===== src/rtl/ccv_ram.sv =====
`timescale 1ns / 1ps
// generic simple dual port ram, one write and one registered read port
// no dependencies

module ccv_ram #(
  parameter int WIDTH = 8,
  parameter int DEPTH = 256
) (
  input  logic                     clk,
  input  logic                     we,
  input  logic [$clog2(DEPTH)-1:0] waddr,
  input  logic [WIDTH-1:0]         wdata,
  input  logic                     re,
  input  logic [$clog2(DEPTH)-1:0] raddr,
  output logic [WIDTH-1:0]         rdata
);

  logic [WIDTH-1:0] mem [DEPTH];

  always_ff @(posedge clk) begin
    if (we) mem[waddr] <= wdata;
    if (re) rdata <= mem[raddr];
  end

endmodule


===== config.mk =====
export PLATFORM = sky130hd
export DESIGN_NAME = ccv_ram
export DESIGN_NICKNAME = d
export VERILOG_FILES = /design/src/rtl/ccv_ram.sv
export SDC_FILE = /design/constraint.sdc
export NUM_CORES = 2
export LEC_CHECK = 0
export BUFFER_PORTS_ARGS = -buffer_cell sky130_fd_sc_hd__buf_2
export CAP_MARGIN = 0
export CORE_ASPECT_RATIO = 2
export CORE_MARGIN = 2
export CORE_UTILIZATION = 55
export DETAILED_ROUTE_END_ITERATION = 12
export MAX_ROUTING_LAYER = met4
export PLACE_DENSITY = 0.78
export SYNTH_ARGS = -nofsm -noshare
export SYNTH_HDL_FRONTEND = slang
export SYNTH_SLANG_ARGS = --single-unit

===== constraint.sdc =====
create_clock -name clk -period 4.8 [get_ports clk]
set_input_delay 0.24 -clock clk [delete_from_list [all_inputs] [get_ports clk]]
set_output_delay 0.24 -clock clk [all_outputs]
set_load 0.01 [all_outputs]

==> results.toml <==
[run_status]
status = "finished, final reports clean"

[yosys]
synth.distinct_cells = 54
ys_seq_elements = 2056
yosys_warnings = 0
synth_edf_count = 2056
async_flop_share_pct = 0
syn-instance-count = 3733
synthesis.area_mm2 = 0.07964
syn_avg_cell_area_um2 = 21.33
synth_ff_type = "edfxtp_1"
synth.yosys.seq_area_share_pct = 77.53
syn_nets = 3760

[drt]
ant_nets = 0
drtIter0Drc = 4912
route.detailed.drc = 0
post_drt_wl_per_cell_um = 34.22
avgViaCountPerCell = 6.755
vias = 39540
wl_um = 200300
dr.pass1.iters = 6

[global_route]
grt_pass1_wl_um = 287200
track_usage_pct = 28.20
grt_pass1_vias = 40700
grt_max_degree = 148
grt_antenna_before_repair = 7
grt_overflow_total = 0

[setup_path]
path_class = "reg2reg"
critical_path_required_ns = 5.33
crit_path_max_fanout = 1
critPathLaunchType = "flip-flop"
arrival_ns = 3.82
critPathCaptureType = "flip-flop"

[sta]
setup_violations = 0
tightest_slew_ns = 1.320
tns_ns = 0
period_share_pct = 68.41
hold_viol_final = 0
hold_ws_ns = 0.08055
rsz0062_at_grt = "no"
fin_crit_ns = 3.284
fmax_ghz = 0.3046
final_max_slew_viol_count = 0
max-slew-margin-rel_pct = 11.99
fin_skew_ns = 0.06069
final_critical_path_setup_slack_ns = 1.516

[power]
p_clk_share_pct = 38.2
p_int_mw = 27.67
ir_drop_mv = 0.3096
pwr-share-seq_pct = 56.6
combinationalPowerShare_pct = 5.2
leakage_nw = 26.73
p_per_area_mw_per_mm2 = 400.4
p_switching_mw = 7.312
swShare_pct = 20.90
p_total_mw = 34.98

[floorplanning]
core_region_area_mm2 = 0.1439
pin_count = 35
die_h_um = 542.1
die_area_mm2 = 0.1480
start_util_pct = 55.32
rows = 197
die_w_um = 273.1

[layout]
drive_above_1_share_pct = 21.92
num-nets-final = 3862
area_delta_synth_final_pct = 9.710
fillers = 9535
fin_util_pct = 60.69
fin_cells = 5854
stdcell_area_mm2 = 0.08737

[placed_design]
gp_congestion = 0.9132
place_ws_ns = 1.015
port_buffers = 34
dp_cells = 5555
postPlaceCellArea_mm2 = 0.08216
dp_hpwl_um = 127000

[clock_tree]
cts_buffers = 167
htreeDepth = 4
clock-sinks = 2056
clockBufferDepth = 4
holdBufCountCts = 1
cts_tree = "yes"
clkSlewWorstSetupHoldPaths_ns = 0.07
cts_root_buffer = "clkbuf_16"
post_cts_resized = 0
postCtsSetupRepairBufs = 0
clk_latency_ns = 0.82

[flow_run]
maxCapViolCount = 0

[worst_hold_path]
hold_path_class = "in2reg"
[worst max-delay path: stages (launching register included)]
cell and delay, ns:
edfxtp_1 0.37, mux4_2 0.46, a22o_1 0.24, a221oi_1 0.86, o221ai_1 0.31, a211oi_1 0.66, nor4_1 0.09
[metal layers]
| layer | GRT usage (%) | up-vias | wire length [µm] |
|---|---|---|---|
| met2 | 48.52 | 2472 | 106400 |
| met1 | 30.58 | 20540 | 61450 |
| li1 | - | 15840 | - |
| met3 | 3.936 | 683 | 16460 |
| met5 | - | - | 0 |
| met4 | 18.15 | 0 | 16030 |
[power by group through the flow]
stage               clock network [mW]  registers [mW]  logic, mW
global placement                     0            20.2       1.74
floorplan                            0            20.2      0.962
CTS                               13.4            19.8       1.79
global route                      14.0            19.8       1.87
detailed placement                   0            20.2       1.77
finish                            13.4            19.8       1.81
[synth_stat cells, types with 3 or more instances]
library cell | number | area, µm²
mux2i_1 | 134 | 1341
clkbuf_1 | 111 | 416.7
buf_4 | 27 | 202.7
a221oi_1 | 13 | 113.9
nand2_1 | 33 | 123.9
o21ai_0 | 10 | 50.05
buf_8 | 13 | 195.2
o221ai_1 | 46 | 402.9
nor4_1 | 24 | 150.1
nor4_2 | 3 | 37.54
nor2b_1 | 31 | 193.9
and2_1 | 6 | 37.54
nor3_1 | 22 | 110.1
buf_12 | 8 | 160.2
nor2_1 | 282 | 1059
o211ai_1 | 10 | 75.07
buf_2 | 31 | 155.2
a22oi_1 | 133 | 998.5
edfxtp_1 | 2056 | 61740
a21oi_1 | 96 | 480.5
mux4_2 | 454 | 10220
nand3_1 | 34 | 170.2
buf_1 | 22 | 82.58
a211oi_1 | 16 | 120.1
nand2b_1 | 8 | 50.05
or2_2 | 4 | 25.02
nand4_1 | 10 | 62.56
o22a_1 | 5 | 43.79
buf_6 | 21 | 236.5
o32ai_1 | 4 | 35.03
o22ai_1 | 28 | 175.2
a22o_1 | 8 | 70.07
[layout by cell type (no fill, tap or decap), drive strengths merged, types with 2 or more instances in the layout]
cell type	count
mux2i	134
nand2b	8
and3b	2
clkinv	64
o21ai	12
buf	157
edfxtp	2056
inv	5
a2111oi	5
nand3b	2
a22o	8
o22ai	28
clkbuf	214
o211ai	10
nor3	22
and2	6
o221ai	47
nand3	34
mux4	456
a31oi	2
o22a	5
or2	4
nor2b	31
a22oi	133
nor4	27
a311oi	2
a221oi	14
clkinvlp	4
o32ai	5
a21oi	96
nor2	282
nand4	10
nand2	33
a211oi	16
diode	8
bufinv	13
[registers in the layout, indices dropped and copies added, names as in the netlist]
name and flops:
mem 2048, rdata 8
[layout make-up]
cell class / instances / area, µm² / share of cell area, %
clock inverter: 84 / 745.7 / 0.8535
clock buffer: 206 / 4432 / 5.072
sequential: 2056 / 61740 / 70.67
tap: 1890 / 2365 / 2.707
timing repair buffer: 166 / 1546 / 1.770
multi-input combinational: 1442 / 16510 / 18.90
antenna: 8 / 20.02 / 0.02291
inverter: 2 / 7.507 / 0.008593
[final timing paths]
kind	endpoint	startpoint	cells after the start	slack, ns
setup / recovery	rdata[5]	mem[26][5]	6	1.52
hold / removal	mem[162][0]	wdata[0]	1	0.08
setup reg to reg	rdata[5]	mem[26][5]	6	1.52
hold reg to reg	rdata[5]	mem[32][5]	6	1.10
[logic make-up (layout without fill, tap and decap cells)]
group	count (synthesis)	in the layout	share of synthesized area, %
other cells	0	8	0
compound gates	385	385	3.416
mux	591	591	14.60
flops	2056	2056	77.53
simple gates	466	466	2.625
buf+inv	235	458	1.829
Power figures use the tool's default switching activity.
